## src/rtl/ptbo_pkg.sv

```systemverilog
// ----------------------------------------------------------------------------
// ptbo_pkg
// Shared types, constants and font for the pixel text and box overlay.
// ----------------------------------------------------------------------------
package ptbo_pkg;

    localparam int MAX_WIDTH     = 256;
    localparam int MAX_HEIGHT    = 256;
    localparam int LABEL_CHARS   = 8;
    localparam int BAND_ROWS     = 7;
    localparam int GLYPH_COUNT   = 38;
    localparam int CFG_ADDR_W    = 3;
    localparam int CFG_DATA_W    = 64;

    localparam logic [5:0] GLYPH_SPACE   = 6'd36;
    localparam logic [5:0] GLYPH_PERCENT = 6'd37;
    localparam logic [5:0] GLYPH_NONE    = 6'd38;

    typedef enum logic [CFG_ADDR_W-1:0] {
        REG_ENABLE     = 3'd0,
        REG_BOX_LEFT   = 3'd1,
        REG_BOX_TOP    = 3'd2,
        REG_BOX_WIDTH  = 3'd3,
        REG_BOX_HEIGHT = 3'd4,
        REG_CONFIDENCE = 3'd5,
        REG_LABEL      = 3'd6
    } ptbo_reg_t;

    typedef struct packed {
        logic               overlay_enable;
        logic signed [8:0]  box_left;
        logic signed [8:0]  box_top;
        logic [7:0]         box_width;
        logic [7:0]         box_height;
        logic [7:0]         confidence_value;
        logic [63:0]        label_text;
    } ptbo_cfg_t;

    // Each glyph is five rows of three bits, top row in the high bits.
    localparam logic [14:0] FONT [GLYPH_COUNT] = '{
        {3'h7,3'h5,3'h5,3'h5,3'h7}, {3'h2,3'h6,3'h2,3'h2,3'h7}, {3'h7,3'h1,3'h7,3'h4,3'h7},
        {3'h7,3'h1,3'h7,3'h1,3'h7}, {3'h5,3'h5,3'h7,3'h1,3'h1}, {3'h7,3'h4,3'h7,3'h1,3'h7},
        {3'h7,3'h4,3'h7,3'h5,3'h7}, {3'h7,3'h1,3'h1,3'h1,3'h1}, {3'h7,3'h5,3'h7,3'h5,3'h7},
        {3'h7,3'h5,3'h7,3'h1,3'h7},
        {3'h2,3'h5,3'h7,3'h5,3'h5}, {3'h6,3'h5,3'h6,3'h5,3'h6}, {3'h7,3'h4,3'h4,3'h4,3'h7},
        {3'h6,3'h5,3'h5,3'h5,3'h6}, {3'h7,3'h4,3'h7,3'h4,3'h7}, {3'h7,3'h4,3'h7,3'h4,3'h4},
        {3'h7,3'h4,3'h5,3'h5,3'h7}, {3'h5,3'h5,3'h7,3'h5,3'h5}, {3'h7,3'h2,3'h2,3'h2,3'h7},
        {3'h1,3'h1,3'h1,3'h5,3'h7}, {3'h5,3'h5,3'h6,3'h5,3'h5}, {3'h4,3'h4,3'h4,3'h4,3'h7},
        {3'h5,3'h7,3'h7,3'h5,3'h5}, {3'h5,3'h7,3'h7,3'h7,3'h5}, {3'h7,3'h5,3'h5,3'h5,3'h7},
        {3'h7,3'h5,3'h7,3'h4,3'h4}, {3'h7,3'h5,3'h5,3'h7,3'h7}, {3'h7,3'h5,3'h7,3'h6,3'h5},
        {3'h7,3'h4,3'h7,3'h1,3'h7}, {3'h7,3'h2,3'h2,3'h2,3'h2}, {3'h5,3'h5,3'h5,3'h5,3'h7},
        {3'h5,3'h5,3'h5,3'h5,3'h2}, {3'h5,3'h5,3'h7,3'h7,3'h5}, {3'h5,3'h5,3'h2,3'h5,3'h5},
        {3'h5,3'h5,3'h7,3'h2,3'h2}, {3'h7,3'h1,3'h2,3'h4,3'h7},
        {3'h0,3'h0,3'h0,3'h0,3'h0}, {3'h7,3'h1,3'h7,3'h0,3'h0}
    };

    function automatic logic [5:0] glyph_of(input logic [7:0] ch);
        logic [5:0] g;
        g = GLYPH_NONE;
        if (ch >= 8'h30 && ch <= 8'h39) begin
            g = 6'(ch - 8'h30);
        end else if (ch >= 8'h41 && ch <= 8'h5a) begin
            g = 6'(ch - 8'h41) + 6'd10;
        end else if (ch >= 8'h61 && ch <= 8'h7a) begin
            g = 6'(ch - 8'h61) + 6'd10;
        end else if (ch == 8'h20) begin
            g = GLYPH_SPACE;
        end else if (ch == 8'h25) begin
            g = GLYPH_PERCENT;
        end
        return g;
    endfunction

    function automatic logic glyph_hit(input logic [5:0] g, input logic [1:0] dx,
                                       input logic [2:0] gy);
        logic [14:0] bits;
        logic [2:0]  line;
        bits = '0;
        line = '0;
        if (g < 6'(GLYPH_COUNT)) begin
            bits = FONT[g];
        end
        case (gy)
            3'd0:    line = bits[14:12];
            3'd1:    line = bits[11:9];
            3'd2:    line = bits[8:6];
            3'd3:    line = bits[5:3];
            3'd4:    line = bits[2:0];
            default: line = '0;
        endcase
        return (dx != 2'd3) && line[2'd2 - dx];
    endfunction

endpackage

```

## src/rtl/ptbo_cfg.sv

```systemverilog
// ----------------------------------------------------------------------------
// ptbo_cfg
// Configuration register file for the overlay, written through a plain port.
// ----------------------------------------------------------------------------
module ptbo_cfg (
    input  logic                               aclk,
    input  logic                               aresetn,
    input  logic                               cfg_we,
    input  logic [ptbo_pkg::CFG_ADDR_W-1:0]    cfg_addr,
    input  logic [ptbo_pkg::CFG_DATA_W-1:0]    cfg_wdata,
    output ptbo_pkg::ptbo_cfg_t                cfg
);
    import ptbo_pkg::*;

    ptbo_cfg_t cfg_reg;

    always_ff @(posedge aclk) begin
        if (!aresetn) begin
            cfg_reg <= '0;
        end else if (cfg_we) begin
            unique case (ptbo_reg_t'(cfg_addr))
                REG_ENABLE:     cfg_reg.overlay_enable   <= cfg_wdata[0];
                REG_BOX_LEFT:   cfg_reg.box_left         <= $signed(cfg_wdata[8:0]);
                REG_BOX_TOP:    cfg_reg.box_top          <= $signed(cfg_wdata[8:0]);
                REG_BOX_WIDTH:  cfg_reg.box_width        <= cfg_wdata[7:0];
                REG_BOX_HEIGHT: cfg_reg.box_height       <= cfg_wdata[7:0];
                REG_CONFIDENCE: cfg_reg.confidence_value <= cfg_wdata[7:0];
                REG_LABEL:      cfg_reg.label_text       <= cfg_wdata;
                default:        ;
            endcase
        end
    end

    assign cfg = cfg_reg;

endmodule

```

## src/rtl/pixel_text_box_overlay.sv

```systemverilog
// ----------------------------------------------------------------------------
// pixel_text_box_overlay
// Draws a text band and a bounding box over a pixel stream.
// ----------------------------------------------------------------------------
// The block takes one pixel per clock when the output is not stalled and
// passes it through a three-stage pipeline: the first stage finds the text
// slot and box edges of the pixel, the second picks the glyph, and the third
// reads the font and forms the output. Sustained rate is one beat per cycle;
// a stalled output holds the pipeline and bubbles are filled while it waits.
module pixel_text_box_overlay (
    input  logic                               aclk,
    input  logic                               aresetn,
    input  logic                               s_tvalid,
    output logic                               s_tready,
    input  logic [23:0]                        s_tdata,  // pixel_in, column, row
    output logic                               m_tvalid,
    input  logic                               m_tready,
    output logic [7:0]                         m_tdata,  // pixel_out
    input  logic                               cfg_we,
    input  logic [ptbo_pkg::CFG_ADDR_W-1:0]    cfg_addr,
    input  logic [ptbo_pkg::CFG_DATA_W-1:0]    cfg_wdata
);
    import ptbo_pkg::*;

    typedef struct packed {
        logic [7:0] pix;
        logic       active;
        logic       band;
        logic       gy_ok;
        logic [2:0] gy;
        logic       l_ok;
        logic [5:0] l_slot;
        logic [1:0] l_dx;
        logic       d_ok;
        logic [5:0] d_slot;
        logic [1:0] d_dx;
        logic       on_y;
        logic       in_x;
        logic       on_x;
        logic       in_y;
    } s1_t;

    typedef struct packed {
        logic [7:0] pix;
        logic       active;
        logic       band;
        logic       gy_ok;
        logic [2:0] gy;
        logic [5:0] l_glyph;
        logic [1:0] l_dx;
        logic [5:0] d_glyph;
        logic [1:0] d_dx;
        logic       rect;
    } s2_t;

    ptbo_cfg_t cfg;

    ptbo_cfg u_cfg (
        .aclk      (aclk),
        .aresetn   (aresetn),
        .cfg_we    (cfg_we),
        .cfg_addr  (cfg_addr),
        .cfg_wdata (cfg_wdata),
        .cfg       (cfg)
    );

    // Values that follow from the configuration alone.
    logic [3:0]         label_len;
    logic [5:0]         digit_base;
    logic [1:0]         hund;
    logic [6:0]         rem100;
    logic [14:0]        tens_prod;
    logic [3:0]         tens;
    logic [3:0]         ones;
    logic [1:0]         num_digits;
    logic signed [10:0] x1, x2, y1, y2;
    logic               box_on;

    always_comb begin
        label_len = 4'(LABEL_CHARS);
        for (int i = LABEL_CHARS - 1; i >= 0; i--) begin
            if (cfg.label_text[8*i +: 8] == 8'h00) begin
                label_len = 4'(i);
            end
        end
    end

    assign digit_base = 6'd3 + {label_len, 2'b00};
    assign hund       = (cfg.confidence_value >= 8'd200) ? 2'd2 :
                        (cfg.confidence_value >= 8'd100) ? 2'd1 : 2'd0;
    assign rem100     = 7'(cfg.confidence_value - 8'(hund) * 8'd100);
    assign tens_prod  = 15'(rem100) * 15'd205;
    assign tens       = tens_prod[14:11];
    assign ones       = 4'(rem100 - 7'(tens) * 7'd10);
    assign num_digits = (cfg.confidence_value >= 8'd100) ? 2'd3 :
                        (cfg.confidence_value >= 8'd10) ? 2'd2 : 2'd1;
    assign x1         = 11'(cfg.box_left) - 11'sd1;
    assign y1         = 11'(cfg.box_top) - 11'sd1;
    assign x2         = 11'(cfg.box_left) + $signed({3'b000, cfg.box_width});
    assign y2         = 11'(cfg.box_top) + $signed({3'b000, cfg.box_height});
    assign box_on     = (cfg.box_width != 8'd0) && (cfg.box_height != 8'd0);

    // Handshake: a stage loads when it is empty or its successor loads.
    logic s1_valid_reg, s2_valid_reg, m_valid_reg;
    logic rdy1, rdy2, rdy3;

    assign rdy3     = !m_valid_reg || m_tready;
    assign rdy2     = !s2_valid_reg || rdy3;
    assign rdy1     = !s1_valid_reg || rdy2;
    assign s_tready = rdy1;
    assign m_tvalid = m_valid_reg;

    always_ff @(posedge aclk) begin
        if (!aresetn) begin
            s1_valid_reg <= 1'b0;
            s2_valid_reg <= 1'b0;
            m_valid_reg  <= 1'b0;
        end else begin
            if (rdy1) begin
                s1_valid_reg <= s_tvalid;
            end
            if (rdy2) begin
                s2_valid_reg <= s1_valid_reg;
            end
            if (rdy3) begin
                m_valid_reg <= s2_valid_reg;
            end
        end
    end

    // Stage 1: slot positions and box edge tests.
    logic [7:0]         in_pix, in_col, in_row;
    logic [7:0]         xl;
    logic [8:0]         xd;
    logic signed [10:0] xs, ys;
    s1_t                s1_next, s1_reg;

    assign in_pix = s_tdata[7:0];
    assign in_col = s_tdata[15:8];
    assign in_row = s_tdata[23:16];
    assign xl     = in_col - 8'd1;
    assign xd     = {1'b0, in_col} - 9'(digit_base);
    assign xs     = $signed({3'b000, in_col});
    assign ys     = $signed({3'b000, in_row});

    always_comb begin
        s1_next.pix    = in_pix;
        s1_next.active = cfg.overlay_enable && (11'(in_col) < 11'(MAX_WIDTH))
                         && (11'(in_row) < 11'(MAX_HEIGHT));
        s1_next.band   = in_row < 8'(BAND_ROWS);
        s1_next.gy_ok  = (in_row >= 8'd1) && (in_row <= 8'd5);
        s1_next.gy     = 3'(in_row - 8'd1);
        s1_next.l_ok   = in_col >= 8'd1;
        s1_next.l_slot = xl[7:2];
        s1_next.l_dx   = xl[1:0];
        s1_next.d_ok   = in_col >= 8'(digit_base);
        s1_next.d_slot = xd[7:2];
        s1_next.d_dx   = xd[1:0];
        s1_next.on_y   = (ys == y1) || (ys == y2);
        s1_next.in_x   = (xs >= x1) && (xs <= x2);
        s1_next.on_x   = (xs == x1) || (xs == x2);
        s1_next.in_y   = (ys >= y1) && (ys <= y2);
    end

    always_ff @(posedge aclk) begin
        if (rdy1) begin
            s1_reg <= s1_next;
        end
    end

    // Stage 2: glyph selection and rectangle decision.
    s2_t        s2_next, s2_reg;
    logic [7:0] label_byte;
    logic [3:0] digit_val;

    assign label_byte = cfg.label_text[8*s1_reg.l_slot[2:0] +: 8];

    always_comb begin
        digit_val = ones;
        case (num_digits)
            2'd3: begin
                digit_val = (s1_reg.d_slot[1:0] == 2'd0) ? 4'(hund) :
                            (s1_reg.d_slot[1:0] == 2'd1) ? tens : ones;
            end
            2'd2: begin
                digit_val = (s1_reg.d_slot[1:0] == 2'd0) ? tens : ones;
            end
            default: digit_val = ones;
        endcase

        s2_next.pix     = s1_reg.pix;
        s2_next.active  = s1_reg.active;
        s2_next.band    = s1_reg.band;
        s2_next.gy_ok   = s1_reg.gy_ok;
        s2_next.gy      = s1_reg.gy;
        s2_next.l_dx    = s1_reg.l_dx;
        s2_next.d_dx    = s1_reg.d_dx;
        s2_next.l_glyph = GLYPH_NONE;
        if (s1_reg.l_ok && (s1_reg.l_slot < 6'(label_len))) begin
            s2_next.l_glyph = glyph_of(label_byte);
        end
        s2_next.d_glyph = GLYPH_NONE;
        if (s1_reg.d_ok) begin
            if (s1_reg.d_slot < 6'(num_digits)) begin
                s2_next.d_glyph = 6'(digit_val);
            end else if (s1_reg.d_slot == 6'(num_digits)) begin
                s2_next.d_glyph = GLYPH_PERCENT;
            end
        end
        s2_next.rect = box_on && ((s1_reg.on_y && s1_reg.in_x)
                                  || (s1_reg.on_x && s1_reg.in_y));
    end

    always_ff @(posedge aclk) begin
        if (rdy2) begin
            s2_reg <= s2_next;
        end
    end

    // Stage 3: font lookup and output pixel.
    logic       text_hit;
    logic [7:0] pix_next, m_data_reg;

    assign text_hit = s2_reg.gy_ok
                      && (glyph_hit(s2_reg.l_glyph, s2_reg.l_dx, s2_reg.gy)
                          || glyph_hit(s2_reg.d_glyph, s2_reg.d_dx, s2_reg.gy));

    always_comb begin
        pix_next = s2_reg.pix;
        if (s2_reg.active) begin
            if (s2_reg.band) begin
                pix_next = text_hit ? 8'hff : 8'h00;
            end else if (s2_reg.rect) begin
                pix_next = 8'hff;
            end
        end
    end

    always_ff @(posedge aclk) begin
        if (rdy3) begin
            m_data_reg <= pix_next;
        end
    end

    assign m_tdata = m_data_reg;

endmodule

```

## config.mk

```make
export PLATFORM = sky130hd
export DESIGN_NAME = pixel_text_box_overlay
export DESIGN_NICKNAME = d
export VERILOG_FILES = /design/src/rtl/ptbo_pkg.sv /design/src/rtl/ptbo_cfg.sv /design/src/rtl/pixel_text_box_overlay.sv
export SDC_FILE = /design/constraint.sdc
export NUM_CORES = 1
export LEC_CHECK = 0
export BUFFER_PORTS_ARGS = -buffer_cell sky130_fd_sc_hd__buf_4
export CORE_MARGIN = 1
export CORE_UTILIZATION = 61
export CTS_CLUSTER_DIAMETER = 60
export DETAILED_ROUTE_END_ITERATION = 16
export GPL_TIMING_DRIVEN = 0
export PLACE_DENSITY = 0.84
export SLEW_MARGIN = 15
export SYNTH_ARGS = -nofsm -noshare
export SYNTH_HDL_FRONTEND = slang
export SYNTH_SLANG_ARGS = --single-unit
```

## constraint.sdc

```tcl
create_clock -name aclk -period 7.8 [get_ports aclk]
set_input_delay 0.78 -clock aclk [delete_from_list [all_inputs] [get_ports aclk]]
set_output_delay 0.78 -clock aclk [all_outputs]
set_load 0.03 [all_outputs]
```

# --- Word-level counts from Yosys, hierarchy flattened ---
# Memories as Yosys holds them, arrays and structs flattened.
# Cells that the tools add are included.
word_totals:
  word_cells: 195
  ff_bits: 185
  output_inout_bits: 10
  romBits: 1920
  latch_bits: 0
  mem_count: 2
  ram_bits: 0
memory_table:
  columns: ["memory", "depth", "width", "read_ports", "rd_ports_with_merged_regs", "write_ports", "line_no", "text"]
  rows:
  - ["(no name shown)", 64, 15, 1, 0, 0, "ptbo_pkg.sv:81", "bits = FONT[g];"]
  - ["(no name shown)", 64, 15, 1, 0, 0, "ptbo_pkg.sv:81", null]
classes:
  shift: 1
  n_bitwise: 3
  n_div: 0
  mul: 3
  mux: 39
  order_cmp: 26
  n_reduce_logical: 45
  eq_ne: 22
  add_sub_neg: 17
ops:
  columns: ["operator", "n"]
  rows:
  - ["15-bit 2-to-1 mux", 6]
  - ["8-bit zero test", 8]
  - ["64-bit by 7-bit variable part select with 8-bit output", 1]
  - ["4-bit 2-to-1 mux", 11]
  - ["9-bit by 10-bit == test with 1-bit output", 4]
  - ["8-bit 2-to-1 mux", 4]
  - ["3-bit one-hot mux with 5 select lines", 2]
  - ["8-bit by 7-bit greater-or-equal comparator with 1-bit output, second input constant", 3]
  - ["6-bit 2-to-1 mux", 4]
  - ["9-bit by 9-bit adder with 10-bit output", 2]
  - ["9-bit by 10-bit greater-or-equal comparator with 1-bit output", 2]
  - ["9-bit by 10-bit <= comparator with 1-bit output", 2]
  - ["9-bit by 2-bit subtractor with 10-bit output, second input constant", 2]
  - ["8-bit by 6-bit == test with 1-bit output, second input constant", 2]
  - ["8-bit by 1-bit greater-or-equal comparator with 1-bit output, second input constant", 2]
  - ["8-bit by 7-bit <= comparator with 1-bit output, second input constant", 2]
  - ["8-bit nonzero test", 2]
  - ["7-bit by 8-bit multiplier with 15-bit output, second input constant", 1]
  - ["7-bit greater-or-equal comparator, second input constant", 2]
  - ["1-bit logical AND", 14]
  - ["6-bit NOT with 7-bit output", 2]
  - ["2-bit AND reduction", 7]
  - ["6-bit by 4-bit adder with 6-bit output, second input constant", 2]
  - ["3-bit by 2-bit == test with 1-bit output, second input constant", 4]
  - ["other kinds (38)", 65]

# --- Depth between registers and ports, before layout ---
logic_depth:
  depth_word: 14
  depth_mapped: 29
  mapped_depth_nobuf: 28

# --- Cells and area by module ---
# Synthesis repeated with hierarchy kept, for this count alone.
hier_totals:
  cells_unflattened: 1363
  area_unflattened_um2: 12874.8
by_module_without_submodules:
  columns: ["module", "cells_each", "area_each_um2", "seq_area_each_um2", "n_inst"]
  rows:
  - ["pixel_text_box_overlay", 940, 8695.8, 2222.1, 1]
  - ["ptbo_cfg", 423, 4179.0, 2142.1, 1]

# --- Worst setup path after synthesis ---
# Ideal clock, no wire load.
synth_path:
  path_type: "register -> register"
  from: "register u_cfg.cfg_reg, in the netlist u_cfg.cfg[68]"
  to: "register s2_reg[6] (netlist name), data pin"
  path_stages_with_launch: 30
  path_buffers: 1
  arrival_ns: 5.882
  setup_slack_ns: 1.654
  t_required_ns: 7.536
  cell_sequence: "dfxtp_1 > clkbuf_1 > o311a_1 > inv_1 > nand2_1 > inv_1 > ha_1 > inv_1 > fa_1 > o21a_1 > nor2_1 > xnor2_1 > ha_1 > ha_1 > fa_1 > inv_1 > fa_1 > inv_1 > ha_1 > a211oi_1 > a21oi_1 > a21oi_1 > xnor2_1 > ha_1 > fa_1 > xor2_1 > xnor2_1 > xnor2_1 > a22oi_1 > o22ai_1"
synth_between:
  elab_chain_len: 12
synth_lines:
  columns: ["element", "line_no", "text"]
  rows:
  - ["from (decl)", "ptbo_cfg.sv:15", "ptbo_cfg_t cfg_reg;"]
  - ["8-bit by 7-bit greater-or-equal comparator with 1-bit output", "pixel_text_box_overlay.sv:90, pixel_text_box_overlay.sv:95", null]
  - ["1-bit 2-to-1 mux", "pixel_text_box_overlay.sv:90", "(cfg.confidence_value >= 8'd100) ? 2'd1 : 2'd0;"]
  - ["2-bit 2-to-1 mux", "pixel_text_box_overlay.sv:89", "assign hund = (cfg.confidence_value >= 8'd200) ? 2'd2 :"]
  - ["2-bit by 5-bit multiplier with 5-bit output", "pixel_text_box_overlay.sv:91", "assign rem100 = 7'(cfg.confidence_value - 8'(hund) * 8'd100);"]
  - ["7-bit subtractor", "pixel_text_box_overlay.sv:91", null]
  - ["7-bit by 8-bit multiplier with 15-bit output", "pixel_text_box_overlay.sv:92", "assign tens_prod = 15'(rem100) * 15'd205;"]
  - ["4-bit by 3-bit multiplier with 3-bit output", "pixel_text_box_overlay.sv:94", "assign ones = 4'(rem100 - 7'(tens) * 7'd10);"]
  - ["4-bit subtractor", "pixel_text_box_overlay.sv:94", null]
  - ["4-bit 2-to-1 mux", "pixel_text_box_overlay.sv:183", "(s1_reg.d_slot[1:0] == 2'd1) ? tens : ones;"]
  - ["4-bit 2-to-1 mux", "pixel_text_box_overlay.sv:182", "digit_val = (s1_reg.d_slot[1:0] == 2'd0) ? 4'(hund) :"]
  - ["4-bit one-hot mux with 2 select lines", "pixel_text_box_overlay.sv:180", "case (num_digits)"]
  - ["6-bit 2-to-1 mux *", "pixel_text_box_overlay.sv:204", "if (s1_reg.d_slot < 6'(num_digits)) begin"]
  - ["to (signal assigned)", "pixel_text_box_overlay.sv:216", "s2_reg <= s2_next;"]
  - ["to (decl)", "pixel_text_box_overlay.sv:172", "s2_t s2_next, s2_reg;"]
# Every way passes the cells marked *; elsewhere a longest branch is shown, timed or not.
# A chain may end at the register's enable or synchronous reset.

# --- Worst setup path after layout ---
# Ends and elaborated chain as after synthesis.

==> flow_summary.rst <==
.. list-table::
   :header-rows: 1

   * - Metric
     - Value
   * - Number of core rows
     - 52
   * - Final ANT Viol Nets
     - 0
   * - Setup skew after layout
     - 0.008963 ns
   * - Longest Clk Path Bufs
     - 2
   * - Buffering stage count on the worst path with inverters included
     - 6
   * - Clock latency of the later-clocked register in the worst-skew pair
     - 0.44 ns
   * - Count of cells resized by post-cts repair
     - 0
   * - Net count after synthesis
     - about 1,700
   * - Type of the worst setup path
     - flip-flop to flip-flop
   * - Grt total ovfl
     - 0
   * - Worst IR drop on VDD
     - 0.1644 mV
   * - Worst Hold Margin
     - 0.4212 ns
   * - Die outline width
     - 146.4 um
   * - Final routed wirelength across all metal layers
     - between 30,000 and 40,000 um
   * - Final weighted congestion of routability-driven global placement
     - 1.003
   * - Non-filler instance count after layout
     - roughly 1,800
   * - Endpoint required time on the critical path
     - 7.98 ns
   * - Count of unresolved DRC violations after routing
     - 0
   * - P&R area growth vs syn
     - 13.70%
   * - Core region area
     - 20,360 um^2
   * - Share of synthesized registers carrying an async set or reset
     - 0
   * - Die span in y
     - 146.4 um
   * - Wire length of the first global-routing pass
     - 54,350 um
   * - Number of antenna violations at the first check in global routing
     - 1
   * - Worst R2R Setup Slack
     - around 1 ns
   * - Number of cells in the design after placement
     - 1,810
   * - Buffers inserted during post-CTS setup optimization
     - 0
   * - Standby leakage power
     - approximately 5.9 nW
   * - Transition time of the tightest slew-check pin
     - 0.9751 ns
   * - Count of flip-flops with a built-in enable after synthesis
     - 72
   * - Slowest-stage cell, CP
     - fa_1
   * - Area taken by flip-flops and latches
     - about 4400 um^2
   * - Via count of the first global-routing pass
     - 10,890
   * - Effective utilization at floorplan
     - 0.6247
   * - Largest net degree at the start of global routing
     - 30
   * - CTS tree
     - yes
   * - Maximum Capacitance Violations
     - 0
   * - Startpoint Class
     - flip-flop
   * - Total count of max-transition violations in the final report
     - 0
   * - CP Capture Type
     - flip-flop
   * - Number of DRC markers in iteration 0
     - 848
   * - Post-synth top flop
     - dfxtp_1
   * - Maximum clock frequency
     - 147.0 MHz
   * - Number of buffers inserted during clock tree synthesis
     - 17
   * - Top cell family by delay on the critical path
     - adder cells
   * - Half-perimeter wire length after placement
     - 26,040 um
   * - Total of buffers placed on input and output ports
     - 104
   * - #FFs+latches synth
     - about 180
   * - Slew headroom
     - 0.3475
   * - # clock sinks
     - about 180
   * - TNS Setup
     - 0 ns
   * - Tmin final
     - 6.801 ns
   * - CTS H-tree lvls
     - 4
   * - Worst hold path class
     - flip-flop to flip-flop
   * - Gate Count Post-Synth
     - about 1,400
   * - Per-cell via count in the routed design
     - 6.107
   * - PwrDens
     - 162.5 nW/um^2
   * - DR pass1 iterations
     - 5
   * - Count of different cell masters after synthesis
     - 92
   * - RSZ-0062 raised after global routing
     - no
   * - Share of layout cells above drive strength 1
     - 0.1151
   * - Mapped Avg Cell Area
     - 8.865 um^2
   * - Wire length per cell after detailed routing
     - 18.30 um
   * - Overall routing resource usage
     - 0.3202
   * - Post-synth design cell area
     - 12,720 um^2
   * - Area occupied by multi-input gates
     - 7810 um^2
   * - Count of final hold-check violations
     - 0
   * - Critical path fanouts, max
     - 7
   * - Max reg flops
     - 107
   * - Worst-path clk slew
     - 0.07 ns
   * - Die Footprint
     - around 21,000 um^2
   * - CTS root buf
     - clkbuf_16
   * - Final-layout fill cell count
     - 1,574
   * - CP peak stage delay
     - 0.52 ns
   * - Share of the clock period used by the worst path
     - 0.8719
   * - # nets final
     - approximately 1,800
   * - IO Count
     - 106
   * - Ys Warns
     - 0
   * - Number of setup violations in the final report
     - 0
   * - Vias post-DR
     - 11,260
   * - Status
     - finished, final reports clean
   * - Cts-stage hold buffer count
     - 0
   * - Sequential share of the synthesized area
     - 0.3431
   * - Worst path arrival time
     - between 6 and 7 ns
==> layout make-up <==
type | count | share of cell area
well taps | 270 | 0.02336
inverters | 76 | 0.01972
repair buffers | 105 | 0.05588
flip-flops and latches | 182 | 0.3017
clock buffers | 17 | 0.02941
multi-input cells | 1114 | 0.5400
clock inverters | 15 | 0.01116
plain buffers | 63 | 0.01860
diodes | 1 | 0.0001730
==> path summary, 6_finish.rpt <==
kind                                                 to                       start  cells after the start
worst max-delay path            s2_reg[6]$_SDFFCE_PP0P_  u_cfg.cfg[68]$_SDFFE_PN0P_                     29
worst min-delay path               s2_reg[24]$_DFFE_PP_        s1_reg[29]$_DFFE_PP_                      0
worst max register to register  s2_reg[6]$_SDFFCE_PP0P_  u_cfg.cfg[68]$_SDFFE_PN0P_                     29
worst min register to register     s2_reg[24]$_DFFE_PP_        s1_reg[29]$_DFFE_PP_                      0
==> cells by family (layout without fill, tap and decap cells) <==
| logic type | Yosys count | count (layout) | synth area share |
|---|---|---|---|
| AOI/OAI and AO/OA | 338 | 338 | 0.1901 |
| xor gates and xnor gates | 49 | 49 | 0.03374 |
| adders and majority gates | 141 | 141 | 0.1458 |
| buffers and inverters | 139 | 276 | 0.04357 |
| DFF | 182 | 182 | 0.3431 |
| muxes | 47 | 47 | 0.04505 |
| other | 0 | 1 | 0 |
| and+or+nand+nor | 539 | 539 | 0.1987 |
==> cells in the mapped netlist (all sizes together), types with 20 or more instances <==
master  count  area, um^2
dfxtp     110        2202
ha        129        1614
nand2     281        1055
xor2       22       192.7
xnor2      27       236.5
nor3       20       100.1
a21oi      46       234.0
edfxtp     72        2162
nor4       20       125.1
o21ai      47       235.2
nor2       71       266.5
inv        75       281.5
nand3      29       145.1
mux2i      35       366.6
a21boi    109       822.0
nor2b      23       143.9
clkbuf     49       183.9
==> worst reg2reg max path: cells and delay by family (launching register included) <==
family                   cells  cell delay, ns
adder cells (fa/ha/maj)      9            3.06
AO/OA/AOI/OAI                7            1.47
buffers and inverters        6            0.59
AND/OR/NAND/NOR              2            0.28
flip-flops                   1            0.31
XOR/XNOR                     5            0.86
==> cells in the final DEF, fill, tap and decap left out, types with 15 or more instances in the layout <==
| cell | n |
|---|---|
| xnor2_1 | 27 |
| nand2b_1 | 15 |
| a21boi_0 | 107 |
| clkbuf_16 | 17 |
| nor2_1 | 71 |
| nand3_1 | 28 |
| mux2i_1 | 33 |
| xor2_1 | 22 |
| nor3_1 | 20 |
| nand2_1 | 280 |
| edfxtp_1 | 72 |
| nor4_1 | 20 |
| nor2b_1 | 23 |
| dfxtp_1 | 110 |
| o21ai_0 | 41 |
| a211oi_1 | 18 |
| ha_1 | 129 |
| inv_1 | 72 |
| clkbuf_1 | 49 |
| a21oi_1 | 45 |
| buf_4 | 105 |
==> per-layer routing <==
metal  global-route usage  share of wire  vias up
li1                     -              -     5398
met2               0.5467           0.48      489
met3              0.04469          0.070       97
met5                    0              0        -
met1               0.3999           0.41     5272
met4               0.1505          0.041        0
==> stage by stage <==
step / instance area, um^2 / setup slack (ns) / utilization / total power, mW
4_1_cts: 14460 / 1.043 / 0.7100 / 2.345
6_report: 14460 / 0.9992 / 0.7102 / 2.351
5_1_grt: 14460 / 0.6445 / 0.7101 / 2.435
3_5_place_dp: 13870 / 1.097 / 0.6812 / 1.501
3_3_place_gp: 13840 / 1.247 / 0.6796 / 1.488
2_1_floorplan: 12720 / 1.654 / - / 1.356
==> where the power goes <==
| group | switching [mW] | total (mW) | internal, mW |
|---|---|---|---|
| clock | 0.408 | 0.861 | 0.453 |
| combinational | 0.250 | 0.439 | 0.189 |
| sequential | 0.0258 | 1.05 | 1.03 |
Power figures use the tool's default switching activity.
